[config.mk]
export PLATFORM = sky130hd
export DESIGN_NAME = cartridge_bank_mapper_top
export DESIGN_NICKNAME = d
export VERILOG_FILES = /design/src/hdl/cbm_pkg.sv /design/src/hdl/cbm_front.sv /design/src/hdl/cbm_queue.sv /design/src/hdl/cbm_back.sv /design/src/hdl/cartridge_bank_mapper_top.sv
export SDC_FILE = /design/constraint.sdc
export NUM_CORES = 1
export LEC_CHECK = 0
export BUFFER_PORTS_ARGS = -buffer_cell sky130_fd_sc_hd__buf_2
export CAP_MARGIN = 10
export CORE_MARGIN = 2
export CORE_UTILIZATION = 30
export DETAILED_ROUTE_END_ITERATION = 6
export HOLD_SLACK_MARGIN = 0.03
export PLACE_DENSITY_LB_ADDON = 0.1
export SYNTH_ARGS = -nofsm -noshare
export SYNTH_HDL_FRONTEND = slang
export SYNTH_SLANG_ARGS = --single-unit
[constraint.sdc]
create_clock -name aclk -period 7.4 [get_ports aclk]
set_input_delay 0 -clock aclk [delete_from_list [all_inputs] [get_ports aclk]]
set_output_delay 0 -clock aclk [all_outputs]
set_load 0.01 [all_outputs]
[src/hdl/cbm_pkg.sv]
package cbm_pkg;

    // Queue between the decode front and the mapper back end
    localparam int QUEUE_DEPTH = 2;

    localparam int CFG_INDEX_W = 2;
    localparam int CFG_DATA_W  = 9;

    localparam logic [CFG_INDEX_W-1:0] CFG_ROM_BANK_COUNT = 2'd0;
    localparam logic [CFG_INDEX_W-1:0] CFG_HANDHELD_MODE  = 2'd1;
    localparam logic [CFG_INDEX_W-1:0] CFG_BIOS_ENABLED   = 2'd2;

    localparam logic [8:0] ROM_BANK_COUNT_RST = 9'd32;

    localparam logic [1:0] MODE_MEM_READ  = 2'd0;
    localparam logic [1:0] MODE_MEM_WRITE = 2'd1;
    localparam logic [1:0] MODE_CTRL_PORT = 2'd2;

    localparam logic [2:0] TGT_ROM  = 3'd0;
    localparam logic [2:0] TGT_BIOS = 3'd1;
    localparam logic [2:0] TGT_RAM  = 3'd2;
    localparam logic [2:0] TGT_SRAM = 3'd3;
    localparam logic [2:0] TGT_NONE = 3'd4;

    localparam logic [4:0] BANK_RST [4] = '{5'd0, 5'd0, 5'd1, 5'd0};

    typedef struct packed {
        logic [1:0]  mode;
        logic [15:0] address;
        logic [7:0]  data;
    } cbm_in_t;

    typedef struct packed {
        logic [2:0]  target;
        logic [18:0] offset;
        logic        write_strobe;
        logic [7:0]  write_data;
        logic        sram_dirty;
    } cbm_out_t;

    // Access class, decided from mode and address alone
    typedef enum logic [2:0] {
        CLS_NOP,
        CLS_RD_LOW,
        CLS_RD_WINDOW,
        CLS_RD_RAM,
        CLS_WR_RAM,
        CLS_WR_UPPER,
        CLS_CTRL
    } cbm_cls_t;

    typedef struct packed {
        cbm_cls_t    cls;
        logic        bank_load;
        logic [15:0] address;
        logic [7:0]  data;
    } cbm_op_t;

endpackage

[src/hdl/cbm_front.sv]
module cbm_front
    import cbm_pkg::*;
(
    input  logic    aclk,
    input  logic    aresetn,
    input  logic    s_valid,
    output logic    s_ready,
    input  cbm_in_t s_data,
    output logic    op_valid,
    input  logic    op_ready,
    output cbm_op_t op_data
);

    logic    valid_reg, valid_next;
    cbm_op_t op_reg;
    cbm_op_t op_next;
    logic    s_fire;

    assign s_ready = !valid_reg || op_ready;
    assign s_fire  = s_valid && s_ready;

    always_comb begin
        op_next.address   = s_data.address;
        op_next.data      = s_data.data;
        op_next.bank_load = (s_data.address[15:2] == 14'h3fff);
        op_next.cls       = CLS_NOP;
        unique case (s_data.mode)
            MODE_MEM_READ: begin
                if (s_data.address[15:10] == 6'd0) begin
                    op_next.cls = CLS_RD_LOW;
                end else if (s_data.address[15:14] == 2'b11) begin
                    op_next.cls = CLS_RD_RAM;
                end else begin
                    op_next.cls = CLS_RD_WINDOW;
                end
            end
            MODE_MEM_WRITE: begin
                if (s_data.address[15:14] == 2'b11) begin
                    op_next.cls = CLS_WR_RAM;
                end else if (s_data.address[15]) begin
                    op_next.cls = CLS_WR_UPPER;
                end else begin
                    op_next.cls = CLS_NOP;
                end
            end
            MODE_CTRL_PORT: op_next.cls = CLS_CTRL;
            default:        op_next.cls = CLS_NOP;
        endcase
    end

    always_comb begin
        valid_next = valid_reg;
        if (s_fire) begin
            valid_next = 1'b1;
        end else if (op_ready) begin
            valid_next = 1'b0;
        end
    end

    always_ff @(posedge aclk) begin
        if (!aresetn) begin
            valid_reg <= 1'b0;
        end else begin
            valid_reg <= valid_next;
        end
        if (s_fire) begin
            op_reg <= op_next;
        end
    end

    assign op_valid = valid_reg;
    assign op_data  = op_reg;

endmodule

[src/hdl/cbm_queue.sv]
module cbm_queue
    import cbm_pkg::*;
#(
    parameter int Depth = QUEUE_DEPTH
)
(
    input  logic    aclk,
    input  logic    aresetn,
    input  logic    in_valid,
    output logic    in_ready,
    input  cbm_op_t in_data,
    output logic    out_valid,
    input  logic    out_ready,
    output cbm_op_t out_data
);

    localparam int PtrW = (Depth > 1) ? $clog2(Depth) : 1;
    localparam int CntW = $clog2(Depth + 1);

    cbm_op_t         mem_reg [Depth];
    logic [PtrW-1:0] wr_ptr_reg, wr_ptr_next;
    logic [PtrW-1:0] rd_ptr_reg, rd_ptr_next;
    logic [CntW-1:0] count_reg, count_next;
    logic            push, pop;

    assign in_ready  = (count_reg != CntW'(Depth));
    assign out_valid = (count_reg != '0);
    assign push      = in_valid && in_ready;
    assign pop       = out_valid && out_ready;
    assign out_data  = mem_reg[rd_ptr_reg];

    always_comb begin
        wr_ptr_next = wr_ptr_reg;
        rd_ptr_next = rd_ptr_reg;
        count_next  = count_reg;
        if (push) begin
            wr_ptr_next = (wr_ptr_reg == PtrW'(Depth - 1)) ? '0 : wr_ptr_reg + 1'b1;
        end
        if (pop) begin
            rd_ptr_next = (rd_ptr_reg == PtrW'(Depth - 1)) ? '0 : rd_ptr_reg + 1'b1;
        end
        if (push && !pop) begin
            count_next = count_reg + 1'b1;
        end else if (pop && !push) begin
            count_next = count_reg - 1'b1;
        end
    end

    always_ff @(posedge aclk) begin
        if (!aresetn) begin
            wr_ptr_reg <= '0;
            rd_ptr_reg <= '0;
            count_reg  <= '0;
        end else begin
            wr_ptr_reg <= wr_ptr_next;
            rd_ptr_reg <= rd_ptr_next;
            count_reg  <= count_next;
        end
        if (push) begin
            mem_reg[wr_ptr_reg] <= in_data;
        end
    end

    assert property (@(posedge aclk) disable iff (!aresetn)
        count_reg <= CntW'(Depth))
        else $error("queue count beyond depth");

    assert property (@(posedge aclk) disable iff (!aresetn)
        (count_reg == '0) |-> (wr_ptr_reg == rd_ptr_reg))
        else $error("empty queue with unequal pointers");

    assert property (@(posedge aclk) disable iff (!aresetn)
        (push && !pop) |=> (count_reg == $past(count_reg) + 1'b1))
        else $error("queue count missed a push");

endmodule

[src/hdl/cbm_back.sv]
module cbm_back
    import cbm_pkg::*;
(
    input  logic                   aclk,
    input  logic                   aresetn,
    input  logic                   cfg_valid,
    input  logic [CFG_INDEX_W-1:0] cfg_index,
    input  logic [CFG_DATA_W-1:0]  cfg_data,
    input  logic                   op_valid,
    output logic                   op_ready,
    input  cbm_op_t                op_data,
    output logic                   m_valid,
    input  logic                   m_ready,
    output cbm_out_t               m_data
);

    logic [8:0] bank_count_reg;
    logic       handheld_reg;
    logic       bios_en_reg;

    logic [4:0] rom_banks_reg  [4];
    logic [4:0] rom_banks_next [4];
    logic [4:0] bios_banks_reg  [4];
    logic [4:0] bios_banks_next [4];
    logic       rom_active_reg, rom_active_next;
    logic [7:0] mem_ctrl_reg, mem_ctrl_next;
    logic       sram_wr_reg, sram_wr_next;

    logic       out_valid_reg, out_valid_next;
    cbm_out_t   out_reg;
    cbm_out_t   out_next;
    logic       pop;

    logic       use_rom_set;
    logic [4:0] bank0;
    logic [1:0] win_idx;
    logic [4:0] win_bank;
    logic [4:0] bank_mask;
    logic [4:0] page_bank;
    logic [18:0] page_base;
    logic       page_oob;
    logic [18:0] win_offset;
    logic [18:0] sram_off;
    logic       sram_mapped;
    logic [15:0] a;

    assign op_ready = !out_valid_reg || m_ready;
    assign pop      = op_valid && op_ready;
    assign a        = op_data.address;

    // Translation against the current register values
    always_comb begin
        use_rom_set = rom_active_reg || handheld_reg;
        bank0       = use_rom_set ? rom_banks_reg[0] : bios_banks_reg[0];
        win_idx     = a[15:14] + 2'd1;
        win_bank    = use_rom_set ? rom_banks_reg[win_idx] : bios_banks_reg[win_idx];
        bank_mask   = 5'(bank_count_reg - 9'd1);
        page_bank   = win_bank & bank_mask;
        page_base   = {page_bank, a[13:10], 10'd0};
        page_oob    = ({4'd0, page_base} >= {bank_count_reg, 14'd0})
                      && (mem_ctrl_reg[3] || handheld_reg);
        win_offset  = page_oob ? {9'd0, a[9:0]} : {page_bank, a[13:0]};
        sram_off    = {4'd0, bank0[2], 1'b0, a[12:0]};
        sram_mapped = bank0[3] && a[15];
    end

    always_comb begin
        rom_banks_next  = rom_banks_reg;
        bios_banks_next = bios_banks_reg;
        rom_active_next = rom_active_reg;
        mem_ctrl_next   = mem_ctrl_reg;
        sram_wr_next    = sram_wr_reg;
        out_next.target       = TGT_NONE;
        out_next.offset       = '0;
        out_next.write_strobe = 1'b0;
        out_next.write_data   = '0;
        unique case (op_data.cls)
            CLS_RD_LOW: begin
                out_next.target = TGT_ROM;
                out_next.offset = {9'd0, a[9:0]};
            end
            CLS_RD_WINDOW: begin
                if (sram_mapped) begin
                    out_next.target = TGT_SRAM;
                    out_next.offset = sram_off;
                end else begin
                    out_next.target = (mem_ctrl_reg[6] && !handheld_reg) ? TGT_BIOS : TGT_ROM;
                    out_next.offset = win_offset;
                end
            end
            CLS_RD_RAM: begin
                out_next.target = TGT_RAM;
                out_next.offset = {6'd0, a[12:0]};
            end
            CLS_WR_RAM: begin
                out_next.target       = TGT_RAM;
                out_next.offset       = {6'd0, a[12:0]};
                out_next.write_strobe = 1'b1;
                out_next.write_data   = op_data.data;
                if (pop && op_data.bank_load) begin
                    if (use_rom_set) begin
                        rom_banks_next[a[1:0]] = op_data.data[4:0];
                    end else begin
                        bios_banks_next[a[1:0]] = op_data.data[4:0];
                    end
                end
            end
            CLS_WR_UPPER: begin
                if (bank0[3]) begin
                    out_next.target       = TGT_SRAM;
                    out_next.offset       = sram_off;
                    out_next.write_strobe = 1'b1;
                    out_next.write_data   = op_data.data;
                    if (pop) begin
                        sram_wr_next = 1'b1;
                    end
                end
            end
            CLS_CTRL: begin
                if (pop && bios_en_reg) begin
                    mem_ctrl_next = op_data.data;
                    if (!handheld_reg) begin
                        rom_active_next = op_data.data[3];
                    end
                end
            end
            default: ;
        endcase
        out_next.sram_dirty = sram_wr_next;
    end

    always_comb begin
        out_valid_next = out_valid_reg;
        if (pop) begin
            out_valid_next = 1'b1;
        end else if (m_ready) begin
            out_valid_next = 1'b0;
        end
    end

    always_ff @(posedge aclk) begin
        if (!aresetn) begin
            bank_count_reg <= ROM_BANK_COUNT_RST;
            handheld_reg   <= 1'b0;
            bios_en_reg    <= 1'b1;
            rom_banks_reg  <= BANK_RST;
            bios_banks_reg <= BANK_RST;
            rom_active_reg <= 1'b0;
            mem_ctrl_reg   <= '0;
            sram_wr_reg    <= 1'b0;
            out_valid_reg  <= 1'b0;
        end else begin
            if (cfg_valid) begin
                case (cfg_index)
                    CFG_ROM_BANK_COUNT: bank_count_reg <= cfg_data;
                    CFG_HANDHELD_MODE:  handheld_reg   <= cfg_data[0];
                    CFG_BIOS_ENABLED:   bios_en_reg    <= cfg_data[0];
                    default: ;
                endcase
            end
            rom_banks_reg  <= rom_banks_next;
            bios_banks_reg <= bios_banks_next;
            rom_active_reg <= rom_active_next;
            mem_ctrl_reg   <= mem_ctrl_next;
            sram_wr_reg    <= sram_wr_next;
            out_valid_reg  <= out_valid_next;
        end
        if (pop) begin
            out_reg <= out_next;
        end
    end

    assign m_valid = out_valid_reg;
    assign m_data  = out_reg;

    assert property (@(posedge aclk) disable iff (!aresetn)
        (m_valid && m_data.write_strobe) |->
            (m_data.target == TGT_RAM || m_data.target == TGT_SRAM))
        else $error("write strobe on a read-only target");

    assert property (@(posedge aclk) disable iff (!aresetn)
        (m_valid && m_data.target == TGT_NONE) |->
            (m_data.offset == '0 && !m_data.write_strobe))
        else $error("dropped access carries offset or strobe");

    assert property (@(posedge aclk) disable iff (!aresetn)
        $past(sram_wr_reg) |-> sram_wr_reg)
        else $error("sram dirty flag cleared without reset");

    assert property (@(posedge aclk) disable iff (!aresetn)
        (pop && op_data.cls == CLS_WR_UPPER && bank0[3]) |=> sram_wr_reg)
        else $error("sram write did not mark dirty");

endmodule

[src/hdl/cartridge_bank_mapper_top.sv]
// Channel   Direction  Ports                          Beat
// s_        in         s_valid s_ready s_data         one CPU bus access
// m_        out        m_valid m_ready m_data         one translated access
// cfg_      in         cfg_valid cfg_ready cfg_index  one register write
//
// One beat per cycle while m_ready is high, through the decode register,
// two-entry queue and output register holding the mapper state update.
// Reset is synchronous on aresetn low; bank registers return to 0,0,1,0.
// Either side may stall: the queue and the output register absorb it.
module cartridge_bank_mapper_top
    import cbm_pkg::*;
#(
    parameter int QueueDepth = QUEUE_DEPTH
)
(
    input  logic                   aclk,
    input  logic                   aresetn,
    input  logic                   s_valid,
    output logic                   s_ready,
    input  cbm_in_t                s_data,
    output logic                   m_valid,
    input  logic                   m_ready,
    output cbm_out_t               m_data,
    input  logic                   cfg_valid,
    output logic                   cfg_ready,
    input  logic [CFG_INDEX_W-1:0] cfg_index,
    input  logic [CFG_DATA_W-1:0]  cfg_data
);

    logic    f_valid, f_ready;
    cbm_op_t f_op;
    logic    q_valid, q_ready;
    cbm_op_t q_op;

    assign cfg_ready = 1'b1;

    cbm_front u_front (
        .aclk     (aclk),
        .aresetn  (aresetn),
        .s_valid  (s_valid),
        .s_ready  (s_ready),
        .s_data   (s_data),
        .op_valid (f_valid),
        .op_ready (f_ready),
        .op_data  (f_op)
    );

    cbm_queue #(
        .Depth (QueueDepth)
    ) u_queue (
        .aclk      (aclk),
        .aresetn   (aresetn),
        .in_valid  (f_valid),
        .in_ready  (f_ready),
        .in_data   (f_op),
        .out_valid (q_valid),
        .out_ready (q_ready),
        .out_data  (q_op)
    );

    cbm_back u_back (
        .aclk      (aclk),
        .aresetn   (aresetn),
        .cfg_valid (cfg_valid),
        .cfg_index (cfg_index),
        .cfg_data  (cfg_data),
        .op_valid  (q_valid),
        .op_ready  (q_ready),
        .op_data   (q_op),
        .m_valid   (m_valid),
        .m_ready   (m_ready),
        .m_data    (m_data)
    );

endmodule

==> metrics.md, run 1 <==
| Metric | Value |
|---|---|
| Via density per instance | `4.52` |
| Area of the mapped netlist | `between 0.007 and 0.008 sq mm` |
| Routed via count | `4561` |
| Post-route DRC | `0` |
| Clock buffer depth | `2` |
| Post-CTS Resized | `0` |
| Total Neg Setup Slack | `0 ps` |
| CTS tree | `done` |
| Cell type with the largest total area after synthesis | `edfxtp_1` |
| Critical path arrival | `4340 ps` |
| Cts hold-fix bufs | `39` |
| Grt total ovfl | `0` |
| Final slew viol count | `0` |
| Worst slew margin | `between 30% and 40%` |
| Row count | `57` |
| WHS Path Cells | `4` |
| DIE HEIGHT | `160 microns` |
| Antenna violations before repair | `0` |
| Crit-path max FO | `46` |
| Crit path kind | `reg2reg` |
| Hold Vio Cnt, Final | `0` |
| Post-Layout Inst Area | `0.00909 sq mm` |
| # clock sinks | `178` |
| Crit end category | `flip-flop` |
| Core area | `roughly 0.024 sq mm` |
| Number of synthesized flops with an enable pin | `around 120` |
| Fin crit period | `4190 ps` |
| Largest net degree at the start of global routing | `63` |
| GRT Total Usage | `13.2%` |
| Status | `complete, no violations` |
| Post-CTS setup buffer count | `0` |
| Worst-Skew Late Latency | `420 ps` |
| Fmax | `239 MHz` |
| I/O pins | `77` |
| DRT Wirelength | `16300 microns` |
| Max reg flops | `56` |
| Synth Area per Inst | `13.3 sq um` |
| Wire length per cell | `approximately 16 microns` |
| I/O Buffers | `75` |
| Die ar. | `0.0257 sq mm` |
| Number of routed nets with antenna violations | `0` |
| Critical path launch point type | `flip-flop` |
| Iter 0 DRT Violations | `between 200 and 250` |
| Area fraction of the dominant cell type after synthesis | `47.5%` |
| Die Wd | `roughly 160 microns` |
| DP HPWL | `11000 microns` |
| Pwr Density | `~310 mW/mm^2` |
| Peak VDD IR | `142 uV` |
| Area after DPL | `slightly above 0.008 sq mm` |
| Synth top cells by count | `edfxtp_1, mux2i_1, dfxtp_1, nor2b_1, nor2_1` |
| Vias in the first global route | `4630` |
| Gpl congestion | `0.794` |
| Root Buffer | `clkbuf_16` |
| Cell variety after synth | `63` |
| Sequential share of the synthesized area | `64.4%` |
| Post-synthesis net count | `596` |
| Initial DRT Pass Iterations | `4` |
| Async set-or-reset flop fraction in the synthesized netlist | `0%` |
| Layout area overhead | `23.9%` |
| Worst Skew | `between 8 and 9 ps` |
| Most used DFF post-synth | `edfxtp_1` |
| Max-cap viol count | `0` |
| Share of cells above drive strength 1 | `20.5%` |
| Cells on worst reg2reg path | `13` |
| First-pass GRT wire length | `about 26000 microns` |
| Final Setup Violations | `0` |
| Final Cycle Share | `56.6%` |
| RSZ-0062 raised after global routing | `no` |
| Synth Register Bits | `178` |
| Starting Density | `30.3%` |
| Antenna diodes | `0` |
| Clk slew on worst S/H paths | `70 ps` |
| Most common cell in the netlist | `edfxtp_1` |
| H-tree levels | `4` |
| Synth top area cells | `edfxtp_1, dfxtp_1, mux2i_1` |
| Req. time, crit path | `7550 ps` |
| Worst-Margin Slew | `slightly below 1000 ps` |
| Worst hold path class | `in2reg` |
| CTS Buf Count | `17` |
| Number of standard cells after synthesis | `551` |
| Hold wc startpoint | `cfg_valid` |
| Synthesis Warnings | `0` |
| Pleak | `3.51 nW` |
| Final net count | `716` |
[critical path, stage by stage, from the launching register on]
cell      delay (ps)
dfxtp_2          310
buf_4            490
mux2i_1          650
nand3_1          140
o21a_1           140
nor2_1            90
nor3_1            80
ha_1             280
nand2_1           60
or4_4            530
a311oi_2         320
o22ai_2          150
nor3_1           520
nor3_1           130
[power by group]
group / total (mW) / switching (mW) / leakage (nW) / internal, mW
sequential: 1.27 / 0.0475 / 1.60 / 1.22
combinational: 0.650 / 0.400 / 1.61 / 0.250
clock: 0.931 / 0.416 / 0.303 / 0.515
[layout make-up]
cell class | instances | area (sq um)
fill | 2347 | 15100
sequential | 178 | 4730
multi-input combinational | 338 | 2460
timing repair buffer | 122 | 826
clock buffer | 17 | 425
tap | 324 | 405
clock inverter | 15 | 188
inverter | 14 | 52.6
[placed cells by master, fill, tap and decap left out, types with 5 or more instances in the layout]
| cell | Yosys | layout |
|---|---|---|
| nor2_1 | 32 | 30 |
| nor4_1 | 6 | 6 |
| and2_1 | 7 | 7 |
| buf_2 | 2 | 75 |
| o21ai_0 | 8 | 8 |
| dlygate4sd3_1 | 0 | 39 |
| nand3b_1 | 5 | 5 |
| nand2b_1 | 6 | 6 |
| edfxtp_1 | 116 | 116 |
| inv_1 | 14 | 14 |
| mux2_2 | 11 | 11 |
| mux2i_1 | 75 | 75 |
| nor3_1 | 15 | 15 |
| nand2_1 | 21 | 21 |
| buf_4 | 1 | 8 |
| clkbuf_16 | 0 | 17 |
| a21oi_1 | 17 | 17 |
| nor2b_1 | 58 | 58 |
| dfxtp_1 | 62 | 61 |
| or3_1 | 6 | 6 |
[per-stage QoR]
| step | hold WS (ps) | setup WS, ps | utilization [%] | instances | total power, mW |
|---|---|---|---|---|---|
| 6_report | 44.3 | 3210 | 37.6 | 1008 | 2.85 |
| 5_1_grt | 57.5 | 2820 | 37.6 | 1008 | 3.01 |
| 4_1_cts | 30.7 | 3180 | 37.6 | 1008 | 2.90 |
| 3_5_place_dp | 179 | 3180 | 33.4 | 937 | 1.94 |
| 3_3_place_gp | 177 | 3310 | 33.4 | 937 | 1.94 |
| 2_1_floorplan | 98.9 | 3850 | - | 551 | 1.71 |
[per-layer routing]
metal	track usage [%]	part of all wire, %	vias up
met5	0	0	-
met4	3.56	0.77	0
met3	2.89	2.5	6
met2	21.8	48	68
met1	17.5	48	2216
li1	-	-	2271
[logic make-up (layout without fill, tap and decap cells)]
logic type	count (synthesis)	count (layout)	synth area share [%]
compound gates	55	55	5.19
fa+ha+maj	3	3	0.512
buf+inv	35	168	2.10
other cells	1	1	0.0511
simple gates	182	182	14.0
mux	89	89	12.7
flops	178	178	64.4
xor+xnor	8	8	0.955
[path summary, 6_finish.rpt]
| kind | end | slack, ps |
|---|---|---|
| setup / recovery | u_back.m_data[21]$_SDFFCE_PN0P_ | 3210 |
| hold reg to reg | u_queue.mem_reg[1][10]$_DFFE_PP_ | 450 |
| setup reg to reg | u_back.m_data[21]$_SDFFCE_PN0P_ | 3210 |
| hold / removal | u_back.handheld_reg$_SDFFE_PN0P_ | 40 |
Power figures use the tool's default switching activity.
==> run 2, diff against run 1 <==
clock period = 4.03 ns   (was 7.4 ns; I/O delays follow)
==> run 2 against run 1 <==
Die area stayed put; first-iteration DRC count decreased by 38%; non-clock buffer count up 5; clock power increased by 77%; worst hold slack better by 28 ps; maximum frequency rose by 15%; combinational power is 83% higher; setup slack got worse by 2800 ps; global-route usage increased by 0.10 points.
==> metrics.md, run 2 (synthesized netlist as in run 1, its figures left out) <==
| Metric | Value |
|---|---|
| Final net count | `721 (+0.70%)` |
| Wire length per cell | `16.2 microns (-0.15%)` |
| Hold Vio Cnt, Final | `0 (unchanged)` |
| Total Neg Setup Slack | `0 ps (unchanged)` |
| Initial DRT Pass Iterations | `4 (unchanged)` |
| GR Layer Usage met3 | `2.40% (-0.49 points)` |
| Row count | `57 (unchanged)` |
| Post-Layout Inst Area | `0.00910 sq mm (+0.12%)` |
| Setup crit end | `u_back.m_data[26]$_SDFFCE_PN0P_` |
| Crit-path max FO | `6 (-87%)` |
| Starting Density | `30.3% (unchanged)` |
| Fmax | `276 MHz (+15%)` |
| Fin util | `37.6% (+0.047 points)` |
| Critical path launch point type | `flip-flop` |
| CP Depth | `11 (-2)` |
| Number of routed nets with antenna violations | `0 (unchanged)` |
| Worst hold path class | `in2reg` |
| Worst-Margin Slew | `967 ps (-4.25 ps)` |
| RSZ-0062 raised after global routing | `no` |
| Most common cell after layout, fill and taps aside | `edfxtp_1` |
| Via density per instance | `4.48 (-0.95%)` |
| Peak VDD IR | `277 uV (+96%)` |
| Worst Skew | `16.4 ps (+8.09 ps)` |
| H-tree levels | `4 (unchanged)` |
| Global Route met2 Usage | `22.5% (+0.71 points)` |
| Top Usage Layer GRT | `met2` |
| Footprint of the multi-input gates | `0.00246 sq mm (unchanged)` |
| Placed instance count | `942 (+0.53%)` |
| Met1 Track Usage GR | `17.2% (-0.29 points)` |
| Post-route DRC | `0 (unchanged)` |
| Core area | `0.0242 sq mm (unchanged)` |
| Commonest non-fill, non-tap cells in the layout | `edfxtp_1, mux2i_1, buf_2` |
| Worst slew margin | `35.5% (+0.72 points)` |
| Vias in the first global route | `4752 (+2.6%)` |
| Layout area overhead | `24.1%` |
| CP Cell Sequence | `nor2_1, mux4_2, nor2_1, nor3_1, ha_1, nand2_1, or4_4, a311oi_2, o22ai_2, a211oi_2, nor4b_1` |
| Max incr delay on CP | `560 ps (-90 ps)` |
| Status | `complete, no violations` |
| Area after DPL | `0.00812 sq mm (+0.46%)` |
| Antenna violations before repair | `0 (unchanged)` |
| Clk slew on worst S/H paths | `70 ps (about the same)` |
| Reg-to-reg endpoint | `u_back.m_data[26]$_SDFFCE_PN0P_` |
| Crit end category | `flip-flop` |
| First-pass GRT wire length | `26100 microns (+0.83%)` |
| Pwr Density | `571 mW/mm^2 (+82%)` |
| Fin cells | `1013 (+0.50%)` |
| Internal reg-to-reg setup slack | `400 ps (-2810 ps)` |
| Gpl congestion | `0.792 (-0.14%)` |
| Register area | `0.00473 sq mm (unchanged)` |
| Most frequent cell on the critical path | `nor2_1` |
| DP HPWL | `11200 microns (+2.0%)` |
| CTS tree | `done` |
| Pleak | `3.52 nW (+0.19%)` |
| Share of cells above drive strength 1 | `20.8% (+0.29 points)` |
| Top cell family by delay on the critical path | `simple AND/OR/NAND/NOR gates` |
| Max reg flops | `56 (unchanged)` |
| Pre-CTS setup slack | `355 ps (-2830 ps)` |
| Worst-Skew Late Latency | `430 ps (about the same)` |
| Fill cell count | `2354 (+0.30%)` |
| Fin crit period | `3630 ps (-560 ps)` |
| Req. time, crit path | `4180 ps (-3370 ps)` |
| Largest net degree at the start of global routing | `63 (unchanged)` |
| Reg2reg start | `u_back.handheld_reg$_SDFFE_PN0P_` |
| CP max stage cell | `mux4_2` |
| Crit. Startpoint | `u_back.handheld_reg$_SDFFE_PN0P_` |
| I/O pins | `77 (unchanged)` |
| Setup ws final | `401 ps (-2810 ps)` |
| Final slew viol count | `0 (unchanged)` |
| Post-CTS setup buffer count | `0 (unchanged)` |
| Iter 0 DRT Violations | `144 (-38%)` |
| Max-cap viol count | `0 (unchanged)` |
| Routed via count | `4540 (-0.46%)` |
| Clock buffer depth | `2 (unchanged)` |
| CTS Buf Count | `17 (unchanged)` |
| Root Buffer | `clkbuf_16` |
| Hold wc startpoint | `cfg_valid` |
| I/O Buffers | `75 (unchanged)` |
| Grt total ovfl | `0 (unchanged)` |
| DIE HEIGHT | `160 microns (unchanged)` |
| # clock sinks | `178 (unchanged)` |
| Critical path arrival | `3780 ps (-560 ps)` |
| Crit path kind | `reg2reg` |
| Final Setup Violations | `0 (unchanged)` |
| Die Wd | `160 microns (unchanged)` |
| GRT Total Usage | `13.3% (+0.10 points)` |
| Worst Path Buf+Inv | `0 (-1)` |
| DRT Wirelength | `16400 microns (+0.35%)` |
| Die ar. | `0.0257 sq mm (unchanged)` |
| Cells on worst reg2reg path | `11 (-2)` |
| Final Cycle Share | `90.0% (+33 points)` |
| Antenna diodes | `0 (unchanged)` |
[run 2: cell count changes in the layout (fill, tap and decap cells not counted)]
cell	previous run	this run
clkinv_2	1	0
buf_4	8	13
clkinvlp_4	0	1
inv_6	4	5
clkinv_4	3	0
inv_8	4	5
bufinv_16	2	1
clkinv_1	0	1
clkbuf_1	0	1
[run 2: worst register-to-register path, delay by kind of cell (launching register included)]
family	cells	cell delay [ps]
compound gates	3	880
fa+ha+maj	1	280
flops	1	350
mux	1	560
simple gates	6	1280
[run 2: power breakdown]
| group | internal, mW | switching (mW) | leakage (nW) |
|---|---|---|---|
| sequential | 2.25 | 0.102 | 1.60 |
| combinational | 0.470 | 0.723 | 1.63 |
| clock | 0.886 | 0.764 | 0.286 |
[run 2: metrics by stage]
step / hold WS, ps / power [mW]
final: 72.0 / 5.19
after global routing: 78.9 / 5.48
after CTS: 58.0 / 5.27
after detailed placement: 179 / 3.58
after global placement: 177 / 3.57
after floorplan: 98.9 / 3.14
[run 2: layer usage]
layer	vias to the layer above	share of wire (%)	wire, microns
met5	-	0	0
met4	0	1.2	199
met1	2196	47	7630
li1	2276	-	-
met3	10	2.4	394
met2	58	50	8160
[run 2: worst min path at each step]
stage	endpoint	slack [ps]	cells after the start
2_1_floorplan	u_front.op_data[0]$_DFFE_PP_	100	0
3_3_place_gp	u_front.op_data[5]$_DFFE_PP_	180	1
3_5_place_dp	u_front.op_data[2]$_DFFE_PP_	180	1
4_1_cts	u_back.handheld_reg$_SDFFE_PN0P_	60	4
5_1_grt	u_back.handheld_reg$_SDFFE_PN0P_	80	4
6_report	u_back.handheld_reg$_SDFFE_PN0P_	70	4
[run 2: area by class of cell]
type | count | area share, %
clock inverter | 14 | 1.73
inverter | 14 | 0.578
tap | 324 | 4.46
timing repair buffer | 127 | 9.49
sequential | 178 | 51.9
multi-input combinational | 338 | 27.1
clock buffer | 18 | 4.72
[run 2: timing repair]
item,4_1_cts,5_1_grt
hold buffers,39,0
resized for setup,0,0
hold endpoints to repair,41,0
==> run 3, diff against run 2 <==
CELL_PAD_IN_SITES_DETAIL_PLACEMENT = 1   (was not set)
CELL_PAD_IN_SITES_GLOBAL_PLACEMENT = 1   (was not set)
clock period = 4.3 ns   (was 4.03 ns; I/O delays follow)
==> run 3 against run 2 <==
Via count grew 2.3%; largest cell class unchanged; register-to-register slack improved by 310 ps; clock skew fell by 1.9 ps; global-route usage up 1.2 points; die area did not move; first-iteration DRC count up 39%.
==> metrics.md, run 3 (synthesized netlist as in run 1, its figures left out) <==
| Metric | Value |
|---|---|
| Status | `complete, no violations` |
| Vias in the first global route | `5022 (+5.7%)` |
| Share of cells above drive strength 1 | `20.7% (-0.085 points)` |
| Routed via count | `4643 (+2.3%)` |
| Footprint of the multi-input gates | `0.00247 sq mm (+0.20%)` |
| Max incr delay on CP | `520 ps (-40 ps)` |
| Cells on worst reg2reg path | `11 (unchanged)` |
| Starting Density | `30.3% (unchanged)` |
| Critical path launch point type | `flip-flop` |
| Max reg flops | `56 (unchanged)` |
| Reg-to-reg endpoint | `u_back.m_data[24]$_SDFFCE_PN0P_` |
| CTS tree | `done` |
| Grt total ovfl | `0 (unchanged)` |
| Final Cycle Share | `83.5% (-6.6 points)` |
| Worst-Skew Late Latency | `430 ps (about the same)` |
| Fin crit period | `3590 ps (-38.8 ps)` |
| Worst Skew | `14.5 ps (-1.89 ps)` |
| First-pass GRT wire length | `28500 microns (+9.3%)` |
| Root Buffer | `clkbuf_16` |
| I/O pins | `77 (unchanged)` |
| Fill cell count | `2548 (+8.2%)` |
| Hold Vio Cnt, Final | `0 (unchanged)` |
| Pwr Density | `539 mW/mm^2 (-5.5%)` |
| Crit-path max FO | `16 (+10)` |
| Worst slew margin | `36.3% (+0.75 points)` |
| Core area | `0.0242 sq mm (unchanged)` |
| Worst-Margin Slew | `952 ps (-15.4 ps)` |
| Max-cap viol count | `0 (unchanged)` |
| Die ar. | `0.0257 sq mm (unchanged)` |
| WHS Path Cells | `4 (unchanged)` |
| Cts hold-fix bufs | `40 (+2.6%)` |
| Register area | `0.00473 sq mm (unchanged)` |
| Final Setup Violations | `0 (unchanged)` |
| Crit path kind | `reg2reg` |
| Req. time, crit path | `4460 ps (+280 ps)` |
| Worst Path Buf+Inv | `0 (unchanged)` |
| CP max stage cell | `or4_4` |
| Worst hold path class | `in2reg` |
| Largest net degree at the start of global routing | `63 (unchanged)` |
| Post-CTS Resized | `0 (unchanged)` |
| Antenna diodes | `0 (unchanged)` |
| Internal reg-to-reg setup slack | `710 ps (+310 ps)` |
| Post-CTS setup buffer count | `0 (unchanged)` |
| DRT Wirelength | `17800 microns (+8.4%)` |
| CTS Buf Count | `17 (unchanged)` |
| Crit end category | `flip-flop` |
| # clock sinks | `178 (unchanged)` |
| Commonest non-fill, non-tap cells in the layout | `edfxtp_1, mux2i_1, buf_2` |
| Iter 0 DRT Violations | `200 (+39%)` |
| Clk slew on worst S/H paths | `80 ps (about the same)` |
| Placed instance count | `939 (-0.32%)` |
| I/O Buffers | `75 (unchanged)` |
| Wire length per cell | `17.6 microns (+8.7%)` |
| Post-route DRC | `0 (unchanged)` |
| Total Neg Setup Slack | `0 ps (unchanged)` |
| Row count | `57 (unchanged)` |
| Die Wd | `160 microns (unchanged)` |
| Layout area overhead | `24.1% (about the same)` |
| RSZ-0062 raised after global routing | `no` |
| DP HPWL | `12100 microns (+8.0%)` |
| Flop pwr share | `45.0% (-0.2 points)` |
| Final slew viol count | `0 (unchanged)` |
| Clock buffer depth | `2 (unchanged)` |
| Via density per instance | `4.59 (+2.5%)` |
| Fin cells | `1011 (-0.20%)` |
| H-tree levels | `4 (unchanged)` |
| Top cell family by delay on the critical path | `compound AO/OA/AOI/OAI gates` |
| Switching pwr | `1.53 mW (-3.8%)` |
| Number of routed nets with antenna violations | `0 (unchanged)` |
| Int Power | `3.38 mW (-6.3%)` |
| CP Cell Sequence | `mux2_2, mux4_2, nor2_1, nor3_1, ha_1, nand2_1, or4_4, a311oi_2, o22ai_2, a211oi_2, o31ai_1` |
| Clock Power Share | `31.8% (about the same)` |
| Initial DRT Pass Iterations | `4 (unchanged)` |
| Fmax | `279 MHz (+1.1%)` |
| Switching Fraction | `31.1% (+0.56 points)` |
| Peak VDD IR | `255 uV (-7.9%)` |
| Gpl congestion | `0.778 (-1.8%)` |
| Fin util | `37.6% (about the same)` |
| Combinational Power Share | `23.2% (+0.2 points)` |
| Critical path arrival | `3750 ps (-30 ps)` |
| Final net count | `719 (-0.28%)` |
| Min-Delay Endpoint | `u_back.bank_count_reg[1]$_SDFFE_PN0P_` |
| Hold wc startpoint | `cfg_index[0]` |
| DIE HEIGHT | `160 microns (unchanged)` |
| Antenna violations before repair | `0 (unchanged)` |
| GRT Total Usage | `14.5% (+1.2 points)` |
| Pleak | `3.51 nW (-0.12%)` |
| Most common cell after layout, fill and taps aside | `edfxtp_1` |
==> run 3: cell count changes in the layout (fill, tap and decap cells not counted) <==
cell / delta
buf_4: -3
clkinv_1: -1
clkinv_2: +1
clkinv_4: +1
clkinv_8: +1
dlygate4sd3_1: +1
inv_6: -1
inv_8: -1
nor3b_1: -1
nor3b_2: +1
==> run 3: worst max-delay path by stage <==
stage | startpoint | endpoint | slack [ps] | cells after the start
global route | u_back.handheld_reg$_SDFFE_PN0P_ | u_back.m_data[24]$_SDFFCE_PN0P_ | 400 | 14
floorplan | u_back.handheld_reg$_SDFFE_PN0P_ | u_back.m_data[24]$_SDFFCE_PN0P_ | 750 | 12
finish | flip-flop | u_back.m_data[24]$_SDFFCE_PN0P_ | 710 | 11
detailed placement | u_back.handheld_reg$_SDFFE_PN0P_ | u_back.m_data[24]$_SDFFCE_PN0P_ | 650 | 11
global placement | u_back.handheld_reg$_SDFFE_PN0P_ | u_back.m_data[24]$_SDFFCE_PN0P_ | 750 | 11
CTS | u_back.handheld_reg$_SDFFE_PN0P_ | u_back.m_data[24]$_SDFFCE_PN0P_ | 650 | 14
==> run 3: power by group through the flow <==
stage	combinational [mW]	clock, mW	sequential, mW
CTS	1.17	1.60	2.21
global route	1.26	1.66	2.24
detailed placement	1.14	0	2.25
floorplan	0.665	0	2.28
finish	1.14	1.56	2.21
global placement	1.12	0	2.24
==> run 3: through the flow <==
stage	hold slack, ps	power, mW	setup slack [ps]	area (sq um)
after floorplan	98.9	2.94	753	7330
after global placement	179	3.35	752	8100
after CTS	60.0	4.98	648	9100
after detailed placement	180	3.39	652	8100
final	72.5	4.91	710	9100
after global routing	104	5.16	397	9100
==> run 3: final cells by class <==
class,count,share of cell area [%]
Clock buffer,18,4.72
Multi-Input combinational cell,338,27.1
Timing Repair Buffer,125,9.35
Inverter,14,0.578
Sequential cell,178,51.9
Clock inverter,14,1.80
Tap cell,324,4.46
==> run 3: worst reg2reg max path, cell delays in order (launching register included) <==
cell      delay (ps)
dfxtp_2          500
mux2_2           460
mux4_2           300
nor2_1           110
nor3_1            80
ha_1             280
nand2_1           60
or4_4            520
a311oi_2         290
o22ai_2          140
a211oi_2         450
o31ai_1          130
==> run 3: layer usage <==
layer	vias to the layer above	GRT usage (%)	part of all wire (%)
met5	-	0	0
met4	0	4.01	1.5
met3	19	2.82	2.6
met2	72	24.8	49
met1	2291	18.7	47
li1	2261	-	-
